### src/sv/soft_fork_deployment_tracker_defines.svh
// Assertion macros for the soft fork deployment tracker RTL.
`ifndef SOFT_FORK_DEPLOYMENT_TRACKER_DEFINES_SVH
`define SOFT_FORK_DEPLOYMENT_TRACKER_DEFINES_SVH

// Same-cycle implication, disabled while reset is asserted.
`define SFDT_ASSERT_SAME(label, clk, rst_n, ante, cons) \
    label: assert property (@(posedge clk) disable iff (!(rst_n)) (ante) |-> (cons)) \
        else $error("sfdt assertion failed");

// Next-cycle implication, disabled while reset is asserted.
`define SFDT_ASSERT_NEXT(label, clk, rst_n, ante, cons) \
    label: assert property (@(posedge clk) disable iff (!(rst_n)) (ante) |=> (cons)) \
        else $error("sfdt assertion failed");

`endif

### src/sv/sfdt_pkg.sv
`timescale 1ns / 1ps
// ----------------------------------------------------------------------------
// Soft fork deployment tracker package
// Shared types and constants for the deployment tracker modules.
// ----------------------------------------------------------------------------
package sfdt_pkg;

    localparam int CFG_DATA_W  = 63;
    localparam int CFG_INDEX_W = 3;
    localparam int TIME_W      = 63;
    localparam int VERSION_W   = 32;
    localparam int PLEN_W      = 16;
    localparam int QUEUE_DEPTH = 2;

    localparam logic [CFG_INDEX_W-1:0] CFG_PERIOD_LENGTH  = 3'd0;
    localparam logic [CFG_INDEX_W-1:0] CFG_LOCK_THRESHOLD = 3'd1;
    localparam logic [CFG_INDEX_W-1:0] CFG_START_TIME     = 3'd2;
    localparam logic [CFG_INDEX_W-1:0] CFG_TIMEOUT_TIME   = 3'd3;
    localparam logic [CFG_INDEX_W-1:0] CFG_SIGNAL_BIT     = 3'd4;
    localparam logic [CFG_INDEX_W-1:0] CFG_TOP_MASK       = 3'd5;
    localparam logic [CFG_INDEX_W-1:0] CFG_TOP_PATTERN    = 3'd6;

    typedef enum logic [2:0] {
        ST_DEFINED   = 3'd0,
        ST_STARTED   = 3'd1,
        ST_LOCKED_IN = 3'd2,
        ST_ACTIVE    = 3'd3,
        ST_FAILED    = 3'd4
    } t_dep_state;

    typedef struct packed {
        logic [PLEN_W-1:0]    period_length;
        logic [PLEN_W-1:0]    lock_threshold;
        logic [TIME_W-1:0]    start_time;
        logic [TIME_W-1:0]    timeout_time;
        logic [4:0]           signal_bit;
        logic [VERSION_W-1:0] top_mask;
        logic [VERSION_W-1:0] top_pattern;
    } t_cfg;

    typedef struct packed {
        logic signals;
        logic reached_start;
        logic reached_timeout;
    } t_item;

endpackage

### src/sv/sfdt_front.sv
`timescale 1ns / 1ps
// ----------------------------------------------------------------------------
// Soft fork deployment tracker front end
// Classifies one block: version signalling and median time against the window.
// ----------------------------------------------------------------------------
module sfdt_front (
    input  sfdt_pkg::t_cfg                       i_cfg,
    input  logic [sfdt_pkg::VERSION_W-1:0]       i_block_version,
    input  logic [sfdt_pkg::TIME_W-1:0]          i_median_time,
    output sfdt_pkg::t_item                      o_item
);

    logic w_top_match;

    assign w_top_match = ((i_block_version & i_cfg.top_mask) == i_cfg.top_pattern);

    always_comb begin
        o_item.signals         = w_top_match && i_block_version[i_cfg.signal_bit];
        o_item.reached_start   = (i_median_time >= i_cfg.start_time);
        o_item.reached_timeout = (i_median_time >= i_cfg.timeout_time);
    end

endmodule

### src/sv/sfdt_queue.sv
`timescale 1ns / 1ps
// ----------------------------------------------------------------------------
// Soft fork deployment tracker queue
// Short first-in first-out buffer between the front end and the back end.
// ----------------------------------------------------------------------------
module sfdt_queue (
    input  logic            i_clk,
    input  logic            i_rst_n,
    input  logic            i_push,
    input  sfdt_pkg::t_item i_item,
    output logic            o_ready,
    output logic            o_valid,
    output sfdt_pkg::t_item o_item,
    input  logic            i_pop
);

    localparam int PTR_W = $clog2(sfdt_pkg::QUEUE_DEPTH);
    localparam int CNT_W = $clog2(sfdt_pkg::QUEUE_DEPTH + 1);

    sfdt_pkg::t_item    r_mem [sfdt_pkg::QUEUE_DEPTH];
    logic [PTR_W-1:0]   r_wr_ptr;
    logic [PTR_W-1:0]   r_rd_ptr;
    logic [CNT_W-1:0]   r_count;
    logic [PTR_W-1:0]   n_wr_ptr;
    logic [PTR_W-1:0]   n_rd_ptr;
    logic [CNT_W-1:0]   n_count;
    logic               w_push;
    logic               w_pop;

    assign o_ready = (r_count != CNT_W'(sfdt_pkg::QUEUE_DEPTH));
    assign o_valid = (r_count != '0);
    assign o_item  = r_mem[r_rd_ptr];
    assign w_push  = i_push && o_ready;
    assign w_pop   = i_pop && o_valid;

    always_comb begin
        n_wr_ptr = r_wr_ptr;
        n_rd_ptr = r_rd_ptr;
        n_count  = r_count;
        if (w_push) begin
            n_wr_ptr = (r_wr_ptr == PTR_W'(sfdt_pkg::QUEUE_DEPTH - 1)) ? '0 : r_wr_ptr + 1'b1;
        end
        if (w_pop) begin
            n_rd_ptr = (r_rd_ptr == PTR_W'(sfdt_pkg::QUEUE_DEPTH - 1)) ? '0 : r_rd_ptr + 1'b1;
        end
        if (w_push && !w_pop) begin
            n_count = r_count + 1'b1;
        end else if (w_pop && !w_push) begin
            n_count = r_count - 1'b1;
        end
    end

    always_ff @(posedge i_clk) begin
        if (!i_rst_n) begin
            r_wr_ptr <= '0;
            r_rd_ptr <= '0;
            r_count  <= '0;
        end else begin
            r_wr_ptr <= n_wr_ptr;
            r_rd_ptr <= n_rd_ptr;
            r_count  <= n_count;
        end
    end

    always_ff @(posedge i_clk) begin
        if (w_push) begin
            r_mem[r_wr_ptr] <= i_item;
        end
    end

endmodule

### src/sv/sfdt_back.sv
`timescale 1ns / 1ps
// ----------------------------------------------------------------------------
// Soft fork deployment tracker back end
// Counts signalling blocks, closes periods and advances the deployment state.
// ----------------------------------------------------------------------------
module sfdt_back #(
    parameter int COUNT_BITS = 16
) (
    input  logic                          i_clk,
    input  logic                          i_rst_n,
    input  sfdt_pkg::t_cfg                i_cfg,
    input  logic                          i_valid,
    input  sfdt_pkg::t_item               i_item,
    output logic                          o_pop,
    output logic                          o_valid,
    input  logic                          i_ready,
    output logic [2:0]                    o_next_state,
    output logic                          o_block_signals,
    output logic                          o_period_closed
);

    localparam int CMP_W = (COUNT_BITS > sfdt_pkg::PLEN_W) ? COUNT_BITS : sfdt_pkg::PLEN_W;

    sfdt_pkg::t_dep_state             r_state;
    sfdt_pkg::t_dep_state             n_state;
    sfdt_pkg::t_dep_state             w_advanced;
    logic [sfdt_pkg::PLEN_W-1:0]      r_position;
    logic [sfdt_pkg::PLEN_W-1:0]      n_position;
    logic [COUNT_BITS-1:0]            r_count;
    logic [COUNT_BITS-1:0]            n_count;
    logic [COUNT_BITS-1:0]            w_count_inc;
    logic [sfdt_pkg::PLEN_W-1:0]      w_last_position;
    logic                             w_closed;
    logic                             w_locks;
    logic                             r_out_valid;
    logic                             n_out_valid;
    logic [2:0]                       r_out_state;
    logic                             r_out_signals;
    logic                             r_out_closed;

    assign o_pop           = i_valid && (!r_out_valid || i_ready);
    assign o_valid         = r_out_valid;
    assign o_next_state    = r_out_state;
    assign o_block_signals = r_out_signals;
    assign o_period_closed = r_out_closed;

    assign w_count_inc = (i_item.signals && (r_count != '1)) ? r_count + 1'b1 : r_count;
    assign w_last_position = (i_cfg.period_length == '0) ? '0 : i_cfg.period_length - 1'b1;
    assign w_closed = (r_position >= w_last_position);
    assign w_locks  = (CMP_W'(w_count_inc) >= CMP_W'(i_cfg.lock_threshold));

    always_comb begin
        case (r_state)
            sfdt_pkg::ST_DEFINED: begin
                if (i_item.reached_timeout) begin
                    w_advanced = sfdt_pkg::ST_FAILED;
                end else if (i_item.reached_start) begin
                    w_advanced = sfdt_pkg::ST_STARTED;
                end else begin
                    w_advanced = sfdt_pkg::ST_DEFINED;
                end
            end
            sfdt_pkg::ST_STARTED: begin
                if (i_item.reached_timeout) begin
                    w_advanced = sfdt_pkg::ST_FAILED;
                end else if (w_locks) begin
                    w_advanced = sfdt_pkg::ST_LOCKED_IN;
                end else begin
                    w_advanced = sfdt_pkg::ST_STARTED;
                end
            end
            sfdt_pkg::ST_LOCKED_IN: w_advanced = sfdt_pkg::ST_ACTIVE;
            sfdt_pkg::ST_ACTIVE:    w_advanced = sfdt_pkg::ST_ACTIVE;
            default:                w_advanced = sfdt_pkg::ST_FAILED;
        endcase
    end

    always_comb begin
        n_state     = r_state;
        n_position  = r_position;
        n_count     = r_count;
        n_out_valid = r_out_valid && !i_ready;
        if (o_pop) begin
            n_out_valid = 1'b1;
            if (w_closed) begin
                n_state    = w_advanced;
                n_position = '0;
                n_count    = '0;
            end else begin
                n_position = r_position + 1'b1;
                n_count    = w_count_inc;
            end
        end
    end

    always_ff @(posedge i_clk) begin
        if (!i_rst_n) begin
            r_state     <= sfdt_pkg::ST_DEFINED;
            r_position  <= '0;
            r_count     <= '0;
            r_out_valid <= 1'b0;
        end else begin
            r_state     <= n_state;
            r_position  <= n_position;
            r_count     <= n_count;
            r_out_valid <= n_out_valid;
        end
    end

    always_ff @(posedge i_clk) begin
        if (o_pop) begin
            r_out_state   <= n_state;
            r_out_signals <= i_item.signals;
            r_out_closed  <= w_closed;
        end
    end

endmodule

### src/sv/soft_fork_deployment_tracker.sv
`timescale 1ns / 1ps
// ----------------------------------------------------------------------------
// Soft fork deployment tracker
// Follows one version-bits deployment over a chain fed block by block.
// ----------------------------------------------------------------------------
// Blocks arrive in height order from genesis on the input channel, one per
// transfer, each with its version word and median time past. Every block gives
// one result on the output channel: the deployment state for the next block,
// whether this block signalled, and whether it closed a signalling period.
// The seven configuration registers are written through the plain write port;
// the user must write them only while the block is idle, which the block does
// not enforce. A block is classified in the cycle it is accepted and pushed
// into a two-entry queue; the back end takes it from the queue into the output
// register. One block is accepted in every cycle while the receiver keeps up;
// the rate is set by the back end updating the period counter and state for
// each block it takes. When the receiver stalls, the result waits in the
// output register, the queue fills with up to two blocks behind it, and input
// ready then stays low until the back end takes an entry. Reset clears the
// state to defined, the period position and the signal count to zero, the
// queue to empty and the registers to their defaults.
// ----------------------------------------------------------------------------
`include "soft_fork_deployment_tracker_defines.svh"

module soft_fork_deployment_tracker #(
    parameter int COUNT_BITS = 16
) (
    input  logic                                  i_clk,
    input  logic                                  i_rst_n,
    input  logic                                  i_cfg_we,
    input  logic [sfdt_pkg::CFG_INDEX_W-1:0]      i_cfg_index,
    input  logic [sfdt_pkg::CFG_DATA_W-1:0]       i_cfg_data,
    input  logic                                  i_in_valid,
    output logic                                  o_in_ready,
    input  logic [sfdt_pkg::VERSION_W-1:0]        i_block_version,
    input  logic [sfdt_pkg::TIME_W-1:0]           i_median_time,
    output logic                                  o_out_valid,
    input  logic                                  i_out_ready,
    output logic [2:0]                            o_next_state,
    output logic                                  o_block_signals,
    output logic                                  o_period_closed
);

    sfdt_pkg::t_cfg  r_cfg;
    sfdt_pkg::t_item w_front_item;
    sfdt_pkg::t_item w_queue_item;
    logic            w_queue_valid;
    logic            w_pop;
    logic            w_out_xfer;
    logic            w_out_active;
    logic            w_out_failed;

    always_ff @(posedge i_clk) begin
        if (!i_rst_n) begin
            r_cfg.period_length  <= 16'd2016;
            r_cfg.lock_threshold <= 16'd1916;
            r_cfg.start_time     <= '0;
            r_cfg.timeout_time   <= '1;
            r_cfg.signal_bit     <= '0;
            r_cfg.top_mask       <= 32'hE000_0000;
            r_cfg.top_pattern    <= 32'h2000_0000;
        end else if (i_cfg_we) begin
            case (i_cfg_index)
                sfdt_pkg::CFG_PERIOD_LENGTH:  r_cfg.period_length  <= i_cfg_data[15:0];
                sfdt_pkg::CFG_LOCK_THRESHOLD: r_cfg.lock_threshold <= i_cfg_data[15:0];
                sfdt_pkg::CFG_START_TIME:     r_cfg.start_time     <= i_cfg_data;
                sfdt_pkg::CFG_TIMEOUT_TIME:   r_cfg.timeout_time   <= i_cfg_data;
                sfdt_pkg::CFG_SIGNAL_BIT:     r_cfg.signal_bit     <= i_cfg_data[4:0];
                sfdt_pkg::CFG_TOP_MASK:       r_cfg.top_mask       <= i_cfg_data[31:0];
                sfdt_pkg::CFG_TOP_PATTERN:    r_cfg.top_pattern    <= i_cfg_data[31:0];
                default: ;
            endcase
        end
    end

    sfdt_front u_front (
        .i_cfg           (r_cfg),
        .i_block_version (i_block_version),
        .i_median_time   (i_median_time),
        .o_item          (w_front_item)
    );

    sfdt_queue u_queue (
        .i_clk   (i_clk),
        .i_rst_n (i_rst_n),
        .i_push  (i_in_valid),
        .i_item  (w_front_item),
        .o_ready (o_in_ready),
        .o_valid (w_queue_valid),
        .o_item  (w_queue_item),
        .i_pop   (w_pop)
    );

    sfdt_back #(
        .COUNT_BITS (COUNT_BITS)
    ) u_back (
        .i_clk           (i_clk),
        .i_rst_n         (i_rst_n),
        .i_cfg           (r_cfg),
        .i_valid         (w_queue_valid),
        .i_item          (w_queue_item),
        .o_pop           (w_pop),
        .o_valid         (o_out_valid),
        .i_ready         (i_out_ready),
        .o_next_state    (o_next_state),
        .o_block_signals (o_block_signals),
        .o_period_closed (o_period_closed)
    );

    assign w_out_xfer   = o_out_valid && i_out_ready;
    assign w_out_active = (o_next_state == sfdt_pkg::ST_ACTIVE);
    assign w_out_failed = (o_next_state == sfdt_pkg::ST_FAILED);

    `SFDT_ASSERT_SAME(a_full_only_when_stalled, i_clk, i_rst_n, !o_in_ready, o_out_valid)
    `SFDT_ASSERT_NEXT(a_active_is_terminal, i_clk, i_rst_n, w_out_xfer && w_out_active, !o_out_valid || w_out_active)
    `SFDT_ASSERT_NEXT(a_failed_is_terminal, i_clk, i_rst_n, w_out_xfer && w_out_failed, !o_out_valid || w_out_failed)

endmodule

### config.mk
export PLATFORM = sky130hd
export DESIGN_NAME = soft_fork_deployment_tracker
export DESIGN_NICKNAME = d
export VERILOG_FILES = /design/src/sv/sfdt_pkg.sv /design/src/sv/sfdt_front.sv /design/src/sv/sfdt_queue.sv /design/src/sv/sfdt_back.sv /design/src/sv/soft_fork_deployment_tracker.sv
export VERILOG_INCLUDE_DIRS = /design/src /design/src/sv
export SDC_FILE = /design/constraint.sdc
export NUM_CORES = 1
export LEC_CHECK = 0
export BUFFER_PORTS_ARGS = -buffer_cell sky130_fd_sc_hd__buf_2
export CORE_MARGIN = 2
export CORE_UTILIZATION = 60
export CTS_CLUSTER_SIZE = 25
export DETAILED_ROUTE_END_ITERATION = 7
export PLACE_DENSITY = 0.88
export SKIP_CTS_REPAIR_TIMING = 1
export SLEW_MARGIN = 30
export SYNTH_ARGS = -nofsm -noshare
export SYNTH_HDL_FRONTEND = slang
export SYNTH_SLANG_ARGS = --single-unit
### constraint.sdc
create_clock -name i_clk -period 8.5 [get_ports i_clk]
set_input_delay 0.425 -clock i_clk [delete_from_list [all_inputs] [get_ports i_clk]]
set_output_delay 0.425 -clock i_clk [all_outputs]
set_load 0.1 [all_outputs]
==> summary.md, run 1 <==
| Metric | Value |
|---|---|
| Crit end category | `flop` |
| H-Tree Depth | `1` |
| Max IR drop VDD | `approximately 190 µV` |
| Vias after detailed routing | `~14000` |
| Finished Layout Cells | `2354` |
| Final setup fails | `0` |
| Most used DFF post-synth | `dfxtp_1` |
| CP Max Fanout | `15` |
| Placed Area | `between 15000 and 20000 µm²` |
| Worst-margin pin slew | `1.00 ns` |
| Die footprint | `~26000 µm²` |
| Max stage delay on crit path | `0.59 ns` |
| DRC Markers | `0` |
| Drt first-iter violations | `between 1000 and 1500` |
| Dpl hpwl | `roughly 28 mm` |
| Gr usage total | `30.7%` |
| WP data arrival | `4.90 ns` |
| Final number of max-transition violations | `0` |
| WHS | `just over 0.1 ns` |
| Top Ports | `173` |
| Fin area | `about 17000 µm²` |
| Syn_area_per_cell | `~8.1 µm²` |
| Antenna viol nets, final | `0` |
| Worst r2r path cells | `15` |
| Post-synth net total | `2192` |
| Top cell type's share of synthesized area | `roughly 36%` |
| Layout area overhead | `14.1%` |
| Post-synthesis sequential area ratio | `between 30% and 40%` |
| Via density | `5.84` |
| Worst path bufs/invs | `1` |
| Status | `finished, final reports clean` |
| Data required, critical path | `approximately 9.0 ns` |
| GRT overflow | `0` |
| Most common cell in the netlist | `nand2_1` |
| Latest clock arrival within the worst-skew pair | `between 0.5 and 0.6 ns` |
| GP Congestion | `slightly above 0.9` |
| Area of the multi-input gates | `around 8500 µm²` |
| Number of max-cap violations | `0` |
| Synth Cell Area | `15000 µm²` |
| Final Skew | `between 0.008 and 0.009 ns` |
| CTS root buffer | `clkbuf_16` |
| Rows | `57` |
| Clk pin slew, worst setup/hold paths | `approximately 0.070 ns` |
| Layout cells sized above 1 | `a little over an eighth` |
| Final cycle utilization of the critical path | `52.4%` |
| IO Port Bufs | `172` |
| Avg WL per Cell | `~17 µm` |
| Clock buffer count from CTS | `29` |
| Width of the die | `around 160 µm` |
| Clock sinks | `roughly 280` |
| Worst path depth | `15` |
| Post-synth EDFFs | `11` |
| Yosys cell types | `62` |
| Register Area | `5700 µm²` |
| Placed cell count | `roughly 2300` |
| Critical path's slowest cell | `or4_4` |
| Cell family with most CP delay | `simple AND/OR/NAND/NOR gates` |
| Initial antenna violation count | `10` |
| Number of global-route vias before repair | `13600` |
| Power, Total | `~3300 µW` |
| Post-synthesis async set-or-reset flop share | `0%` |
| Startpoint Class | `flop` |
| Ys Warns | `0` |
| Final Hold Viols | `0` |
| Power Density | `192 nW/µm²` |
| TNS Setup | `0 ns` |
| Syn Inst Count | `approximately 1900` |
| Clk buf depth | `3` |
| Die height | `about 160 µm` |
| Core Footprint | `around 24000 µm²` |
| Slew HR | `~33%` |
| Worst setup path class | `reg -> reg` |
| Shortest period the worst path allows | `approximately 4.5 ns` |
| Critical-path cell list | `or4_4, nor4_2, and2b_1, nand3_1, or3_1, nor3_1, a21oi_1, ha_1, and4_1, nor4bb_1, a2111oi_4, o41a_4, o21ai_1, buf_4, nor2_1` |
| Dominant cell type by area after synthesis | `dfxtp_1` |
| Largest net degree at the start of global routing | `between 90 and 100` |
| Leakage | `roughly 0.0073 µW` |
| Hold path depth | `3` |
| DRT Pass-1 Iters | `7` |
| Area contributors post-synth | `dfxtp_1 (36%), ha_1 (13%), nand2_1 (12%), a21oi_1 (6.5%), o211ai_1 (3.8%)` |
| DRT Wirelength | `roughly 41 mm` |
| First-pass GRT wire length | `65.9 mm` |
| Unrepaired setup endpoints after global routing | `false` |
| Post-synth top cells | `nand2_1 (465), dfxtp_1 (268), a21oi_1 (195)` |
| Nets | `2327` |
| Initial Utilization | `61.4%` |
| CTS tree | `yes` |
| Flops & latches, synth | `roughly 280` |
| Fillers | `between 1500 and 2000` |
| Hold Crit Class | `in -> reg` |
| Fmax | `roughly 220 MHz` |
[worst reg2reg max path: stages (launching register included)]
cell       delay, ns
dfxtp_1         0.36
or4_4           0.59
nor4_2          0.19
and2b_1         0.22
nand3_1         0.12
or3_1           0.37
nor3_1          0.18
a21oi_1         0.08
ha_1            0.30
and4_1          0.29
nor4bb_1        0.49
a2111oi_4       0.11
o41a_4          0.19
o21ai_1         0.48
buf_4           0.31
nor2_1          0.07
[where the power goes]
part / switching, µW / leakage, µW / internal, µW
Clock: 544 / 0.000504 / 815
Sequential: 34.6 / 0.00228 / 1380
Combinational: 358 / 0.00454 / 167
Total: 936 / 0.00733 / 2360
[cell usage in the layout (no fill, tap or decap), types with 4 or more instances in the layout]
cell type / count
nand2_1: 464
dfxtp_1: 268
a21oi_1: 195
buf_2: 172
ha_1: 162
inv_1: 148
nor2_1: 77
o211ai_1: 76
xnor2_1: 48
nand3_1: 42
nand4_1: 37
xor2_1: 35
o21ai_0: 33
clkbuf_16: 29
nor3_1: 21
nor4_1: 18
a21o_1: 15
buf_4: 13
a211oi_1: 12
and3_1: 11
edfxtp_1: 11
mux2i_1: 10
mux4_2: 10
diode_2: 9
nor2b_1: 9
clkinv_2: 7
nand2b_1: 6
a31oi_1: 6
and4_1: 6
bufinv_16: 5
or3_1: 4
clkbuf_8: 4
[path summary, 6_finish.rpt]
path / slack [ns] / to / start
min reg2reg: 0.45 / r_cfg[163] / r_cfg[163]
max reg2reg: 4.05 / u_back.r_position[9] / r_cfg[216]
max: 4.05 / u_back.r_position[9] / r_cfg[216]
min: 0.10 / r_cfg[119] / i_cfg_data[50]
[routing by layer]
layer	global-route usage, %	wire, µm	vias to the layer above
li1	-	-	6654
met1	37.3	16200	6452
met2	53.4	19800	521
met3	5.39	3170	111
met4	13.8	1600	2
met5	0	13	-
[kinds of logic (layout without fill, tap and decap cells)]
family	after synthesis	count (layout)	synth area share, %
buffers and inverters	231	388	5.86
adders and majority gates	162	162	13.5
DFF	279	279	37.9
xor gates and xnor gates	83	83	4.84
and+or+nand+nor	719	719	20.6
AOI/OAI and AO/OA	368	368	15.0
other	0	9	0
muxes	22	22	2.31
[area by class of cell]
type / instances / share of cell area (%)
Antenna cell: 9 / 0.131
Timing Repair Buffer: 185 / 5.59
Clock inverter: 17 / 1.36
Clock buffer: 36 / 4.62
Multi-Input combinational cell: 1354 / 49.4
Sequential cell: 279 / 33.2
Tap cell: 324 / 2.36
Inverter: 150 / 3.31
[flip-flops by register name, summed over array words and instances, names as in the netlist, named ones only]
signal and cells:
u_back.o_block_signals 1, r_cfg 227, u_back.r_state 3, u_back.r_position 16
u_back.o_period_closed 1, u_back.o_next_state 3, u_queue.r_count 2, u_queue.r_wr_ptr 1
u_queue.r_mem 6, u_back.r_count 16, u_back.o_valid 1, u_queue.r_rd_ptr 1
[through the flow]
stage	utilization (%)	setup slack (ns)
floorplan	-	4.72
global placement	65.8	4.32
detailed placement	65.8	4.10
CTS	70.0	4.09
global route	70.1	3.78
finish	70.1	4.05
Note: power is estimated with default switching activity, not from simulation.
==> run 2, diff against run 1 <==
--- a/config.mk
+++ b/config.mk
@@ -8,10 +8,10 @@
 export LEC_CHECK = 0
 export BUFFER_PORTS_ARGS = -buffer_cell sky130_fd_sc_hd__buf_2
 export CORE_MARGIN = 2
-export CORE_UTILIZATION = 60
+export CORE_UTILIZATION = 59
 export CTS_CLUSTER_SIZE = 25
 export DETAILED_ROUTE_END_ITERATION = 7
-export PLACE_DENSITY = 0.88
+export PLACE_DENSITY = 0.86
 export SKIP_CTS_REPAIR_TIMING = 1
 export SLEW_MARGIN = 30
 export SYNTH_ARGS = -nofsm -noshare
==> constraint.sdc (replaced) <==
create_clock -name i_clk -period 4.65 [get_ports i_clk]
set_input_delay 0.2325 -clock i_clk [delete_from_list [all_inputs] [get_ports i_clk]]
set_output_delay 0.2325 -clock i_clk [all_outputs]
set_load 0.1 [all_outputs]
==> run 2 against run 1 <==
  * Sequential share of layout area fell by 0.98 points
  * First-iteration DRC count fell by 10%
  * Largest cell class unchanged
  * Design area rose by 3.0%
  * Die area rose by 1.7%
  * Maximum frequency rose by 6.9%
  * Routed wire length rose by 0.85%
  * Utilization rose by 0.27 points
  * Combinational power rose by 91%
  * Sequential power rose by 83%
  * Via count rose by 1.9%
==> summary.md, run 2 (synthesis results as in run 1) <==
| Metric | Value |
|---|---|
| CP endpoint | `u_back.r_state[1]` |
| Hold Crit Class | `in -> reg` |
| Die height | `between 150 and 200 µm` |
| TNS Setup | `0 ns` |
| CP startpoint | `r_cfg[216]` |
| Layout cells sized above 1 | `12.6%` |
| Leakage | `between 0.007 and 0.008 µW` |
| Core Footprint | `~25000 µm²` |
| Data required, critical path | `around 5.1 ns` |
| IO Port Bufs | `172` |
| Rows | `slightly below 60` |
| Avg WL per Cell | `approximately 17 µm` |
| Final number of max-transition violations | `0` |
| Setup slack, reg-to-reg | `roughly 0.49 ns` |
| Worst-margin pin slew | `around 0.95 ns` |
| Pre-CTS setup slack | `a little under 0.5 ns` |
| Final WS setup | `~0.5 ns` |
| Commonest non-fill, non-tap cell in the layout | `nand2_1` |
| Die footprint | `26800 µm²` |
| Latest clock arrival within the worst-skew pair | `0.57 ns` |
| H-Tree Depth | `1` |
| Power Density | `around 340 nW/µm²` |
| CTS tree | `yes` |
| Width of the die | `~160 µm` |
| Commonest non-fill, non-tap cells in the layout | `nand2_1 (464), dfxtp_1 (268), a21oi_1 (195)` |
| Drt first-iter violations | `1010` |
| Clock buffer count from CTS | `30` |
| Startpoint Class | `flop` |
| Final Hold Viols | `0` |
| Slew HR | `36.5%` |
| Final cycle utilization of the critical path | `between 80% and 90%` |
| Top Ports | `around 170` |
| Worst r2r path cells | `15` |
| WP data arrival | `4.62 ns` |
| Nets | `2380` |
| Fin area | `17700 µm²` |
| GRT overflow | `0` |
| Final setup fails | `0` |
| Number of max-cap violations | `0` |
| Layout area overhead | `17.6%` |
| Initial Utilization | `between 50 and 60%` |
| Via density | `about 5.8` |
| Max IR drop VDD | `around 340 µV` |
| Placed Area | `around 16000 µm²` |
| DRC Markers | `0` |
| Largest net degree at the start of global routing | `about 90` |
| Clk buf depth | `3` |
| Max FFs per register | `about 230` |
| Most flop-heavy register | `r_cfg` |
| DRT Wirelength | `~41 mm` |
| Dpl hpwl | `27.9 mm` |
| Initial antenna violation count | `11` |
| Final Skew | `0.0182 ns` |
| GP Congestion | `about 0.9` |
| Critical R2R Launch | `r_cfg[216]` |
| Number of global-route vias before repair | `13200` |
| First-pass GRT wire length | `~64 mm` |
| DRT Pass-1 Iters | `6` |
| Reg2reg end | `u_back.r_state[1]` |
| Gr usage total | `between 20% and 30%` |
| Vias after detailed routing | `14000` |
| Worst setup path class | `reg -> reg` |
| Status | `finished, final reports clean` |
| Clock sinks | `around 280` |
| Shortest period the worst path allows | `around 4.2 ns` |
| Top Registers | `r_cfg x227, u_back.r_count x16, u_back.r_position x16` |
| Antenna viol nets, final | `0` |
| CP Max Fanout | `8` |
| CTS root buffer | `clkbuf_16` |
| Clk pin slew, worst setup/hold paths | `0.06 ns` |
| Unrepaired setup endpoints after global routing | `false` |
| Crit end category | `flop` |
| Fmax | `roughly 240 MHz` |
-- run 2: cell count changes in the layout (fill, tap and decap cells not counted), sizes merged --
cell and delta:
dlygate4sd3 +50, clkbuf +7, clkinv -4, buf +2, diode +2, bufinv -1
clkinvlp -1
-- run 2: power by group --
part / switching (µW) / total, µW / internal, µW
clock: 988 / 2460 / 1480
sequential: 63.1 / 2580 / 2520
combinational: 666 / 999 / 333
total: 1720 / 6050 / 4330
-- run 2: layer usage --
metal  wire, µm  share of wire (%)  up-vias  track usage, %
met5         11              0.027        -               0
met4       1870                4.5        2            12.6
met3       3120                7.6      147            5.76
met2      19600                 48      556            49.9
met1      16500                 40     6541            36.2
li1           -                  -     6755               -
-- run 2: how the worst min path moves through the flow --
stage	from	end	slack, ns	cells after the start
floorplan	i_cfg_data[5]	r_cfg[216]	0.36	2
global placement	r_cfg[38]	r_cfg[38]	0.44	2
detailed placement	r_cfg[172]	r_cfg[172]	0.45	2
CTS	i_cfg_data[42]	r_cfg[111]	-0.11	3
global route	i_cfg_data[12]	r_cfg[12]	0.005	3
finish	i_cfg_data[3]	r_cfg[3]	0.0003	3
-- run 2: cell type report --
type | instances | area, µm²
multi-input combinational | 1354 | 8470
fill | 1950 | 7440
sequential | 279 | 5700
timing repair buffer | 237 | 1480
clock buffer | 43 | 840
inverter | 150 | 566
tap | 330 | 413
clock inverter | 11 | 176
antenna | 11 | 27.5
-- run 2: worst max-delay path: stages, from the launching register on --
cell and delay (ns):
dfxtp_1 0.37, or4_4 0.58, nor4_2 0.19, and2b_1 0.22, nand3_1 0.13, or3_1 0.36, nor3_1 0.14, a21oi_1 0.06
ha_1 0.29, and4_1 0.28, nor4bb_1 0.47, a2111oi_4 0.11, o41a_4 0.19, nor2_2 0.19, a31oi_1 0.15, a2111oi_2 0.34
-- run 2: per-stage QoR --
step | hold slack (ns) | power (µW) | utilization (%) | cells
finish | 0.000320 | 6050 | 70.4 | 2415
global route | 0.00525 | 6260 | 70.3 | 2413
CTS | -0.110 | 6020 | 68.2 | 2354
detailed placement | 0.447 | 3580 | 64.2 | 2300
global placement | 0.441 | 3540 | 64.2 | 2300
floorplan | 0.356 | 3290 | - | 1864
==> run 3, diff against run 2 <==
--- a/config.mk
+++ b/config.mk
@@ -11,6 +11,7 @@
 export CORE_UTILIZATION = 59
 export CTS_CLUSTER_SIZE = 25
 export DETAILED_ROUTE_END_ITERATION = 7
+export HOLD_SLACK_MARGIN = 0.08
 export PLACE_DENSITY = 0.86
 export SKIP_CTS_REPAIR_TIMING = 1
 export SLEW_MARGIN = 30
==> run 3 against run 2 <==
  * First-iteration DRC count is essentially flat
  * Sequential share of layout area shrank 0.25 points
  * Largest power group unchanged
  * Largest cell class unchanged
  * Highest routed layer unchanged
  * Worst setup slack worse by 0.038 ns
  * Via count increased by 0.81%
  * Critical path depth did not move
==> summary.md, run 3 (synthesis results as in run 1) <==
| Metric | Value |
|---|---|
| Clk buf depth | `3` |
| Die height | `around 160 µm` |
| Layout area overhead | `18.5%` |
| Data required, critical path | `between 5 and 6 ns` |
| Width of the die | `between 150 and 200 µm` |
| Critical path's slowest cell | `or4_4` |
| Clock sinks | `approximately 280` |
| Nets | `~2400` |
| Rows | `between 50 and 60` |
| CP Max Fanout | `8` |
| Cell family with most CP delay | `simple AND/OR/NAND/NOR gates` |
| Shortest period the worst path allows | `4.20 ns` |
| Power Density | `between 300 and 400 nW/µm²` |
| Number of global-route vias before repair | `about 13000` |
| Clock buffer count from CTS | `30` |
| Final Skew | `about 0.018 ns` |
| Initial Utilization | `between 50% and 60%` |
| H-Tree Depth | `1` |
| Setup slack, reg-to-reg | `~0.45 ns` |
| Clk pin slew, worst setup/hold paths | `about 0.060 ns` |
| Max stage delay on crit path | `around 0.6 ns` |
| Top Ports | `between 150 and 200` |
| Final Hold Viols | `0` |
| Worst-margin pin slew | `approximately 0.95 ns` |
| Leakage | `approximately 0.0076 µW` |
| Initial antenna violation count | `11` |
| Max IR drop VDD | `344 µV` |
| Final number of max-transition violations | `0` |
| Finished Layout Cells | `roughly 2400` |
| Commonest non-fill, non-tap cells in the layout | `nand2_1 (464), dfxtp_1 (268), a21oi_1 (195)` |
| Critical-path cell list | `or4_4, nor4_2, and2b_1, nand3_1, or3_1, nor3_1, a21oi_1, ha_1, and4_1, nor4bb_1, a2111oi_4, o41a_4, nor2_2, a31oi_1, a2111oi_2` |
| Dpl hpwl | `~28 mm` |
| GP Congestion | `roughly 0.90` |
| Worst setup path class | `reg -> reg` |
| GRT overflow | `0` |
| Vias after detailed routing | `about 14000` |
| DRC Markers | `0` |
| Fin area | `roughly 18000 µm²` |
| Latest clock arrival within the worst-skew pair | `about 0.57 ns` |
| Fmax | `roughly 240 MHz` |
| DRT Pass-1 Iters | `7` |
| Crit end category | `flop` |
| Drt first-iter violations | `slightly above 1000` |
| Placed cell count | `2300` |
| Status | `finished, final reports clean` |
| IO Port Bufs | `approximately 170` |
| Gr usage total | `between 20 and 30%` |
| Placed Area | `approximately 16000 µm²` |
| Startpoint Class | `flop` |
| TNS Setup | `0 ns` |
| Number of max-cap violations | `0` |
| Commonest non-fill, non-tap cell in the layout | `nand2_1` |
| First-pass GRT wire length | `around 64 mm` |
| Worst path bufs/invs | `0` |
| Antenna viol nets, final | `0` |
| Final setup fails | `0` |
| Slew HR | `roughly 37%` |
| WP data arrival | `between 4 and 5 ns` |
| Avg WL per Cell | `roughly 17 µm` |
| CTS tree | `yes` |
| Most flop-heavy register | `r_cfg` |
| CTS root buffer | `clkbuf_16` |
| Largest net degree at the start of global routing | `a little under 90` |
| Final cycle utilization of the critical path | `roughly nine tenths` |
| Core Footprint | `roughly 25000 µm²` |
| Max FFs per register | `about 230` |
| Layout cells sized above 1 | `between 10% and 20%` |
| Final core occ | `around 71%` |
| Via density | `5.81` |
| Hold Crit Class | `in -> reg` |
| Die footprint | `between 20000 and 30000 µm²` |
| DRT Wirelength | `41.6 mm` |
| Power, Total | `roughly 6100 µW` |
| Top Registers | `r_cfg x227, u_back.r_count x16, u_back.r_position x16` |
| Unrepaired setup endpoints after global routing | `false` |
-- run 3: cell count changes in the layout (fill, tap and decap cells not counted), sizes merged --
cell,previous run,this run
dlygate4sd3,50,64
-- run 3: area by class of cell --
class	instances	area, µm²
Antenna cell	11	27.5
Sequential cell	279	5700
Clock buffer	43	840
Inverter	150	566
Fill cell	1925	7300
Tap cell	330	413
Multi-Input combinational cell	1354	8470
Clock inverter	11	176
Timing Repair Buffer	251	1620
-- run 3: routing by layer --
| metal | share of wire, % | track usage, % | vias up |
|---|---|---|---|
| li1 | - | - | 6784 |
| met1 | 41 | 36.2 | 6628 |
| met2 | 48 | 49.9 | 555 |
| met3 | 6.8 | 5.76 | 146 |
| met4 | 4.7 | 12.6 | 2 |
| met5 | 0.026 | 0 | - |
-- run 3: where the power goes --
part / internal [µW] / switching [µW]
clock network: 1480 / 987
registers: 2520 / 63.5
logic: 341 / 667
total: 4340 / 1720
-- run 3: final timing paths --
| check | depth (start not counted) | from | end |
|---|---|---|---|
| worst max-delay path | 15 | r_cfg[216] | u_back.r_state[1] |
| worst min-delay path | 4 | i_in_valid | u_queue.r_wr_ptr |
| worst max register to register | 15 | r_cfg[216] | u_back.r_state[1] |
| worst min register to register | 2 | r_cfg[168] | r_cfg[168] |
-- run 3: worst register-to-register path: stages, from the launching register on --
cell and delay (ns):
dfxtp_1 0.37, or4_4 0.59, nor4_2 0.21, and2b_1 0.23, nand3_1 0.12, or3_1 0.36
nor3_1 0.14, a21oi_1 0.06, ha_1 0.29, and4_1 0.28, nor4bb_1 0.48, a2111oi_4 0.11
o41a_4 0.19, nor2_2 0.20, a31oi_1 0.15, a2111oi_2 0.34
-- run 3: through the flow --
stage | hold slack [ns] | setup WS [ns]
3_3_place_gp | 0.441 | 0.687
6_report | 0.0848 | 0.448
3_5_place_dp | 0.447 | 0.487
4_1_cts | -0.110 | 0.492
2_1_floorplan | 0.356 | 0.874
5_1_grt | 0.112 | 0.175
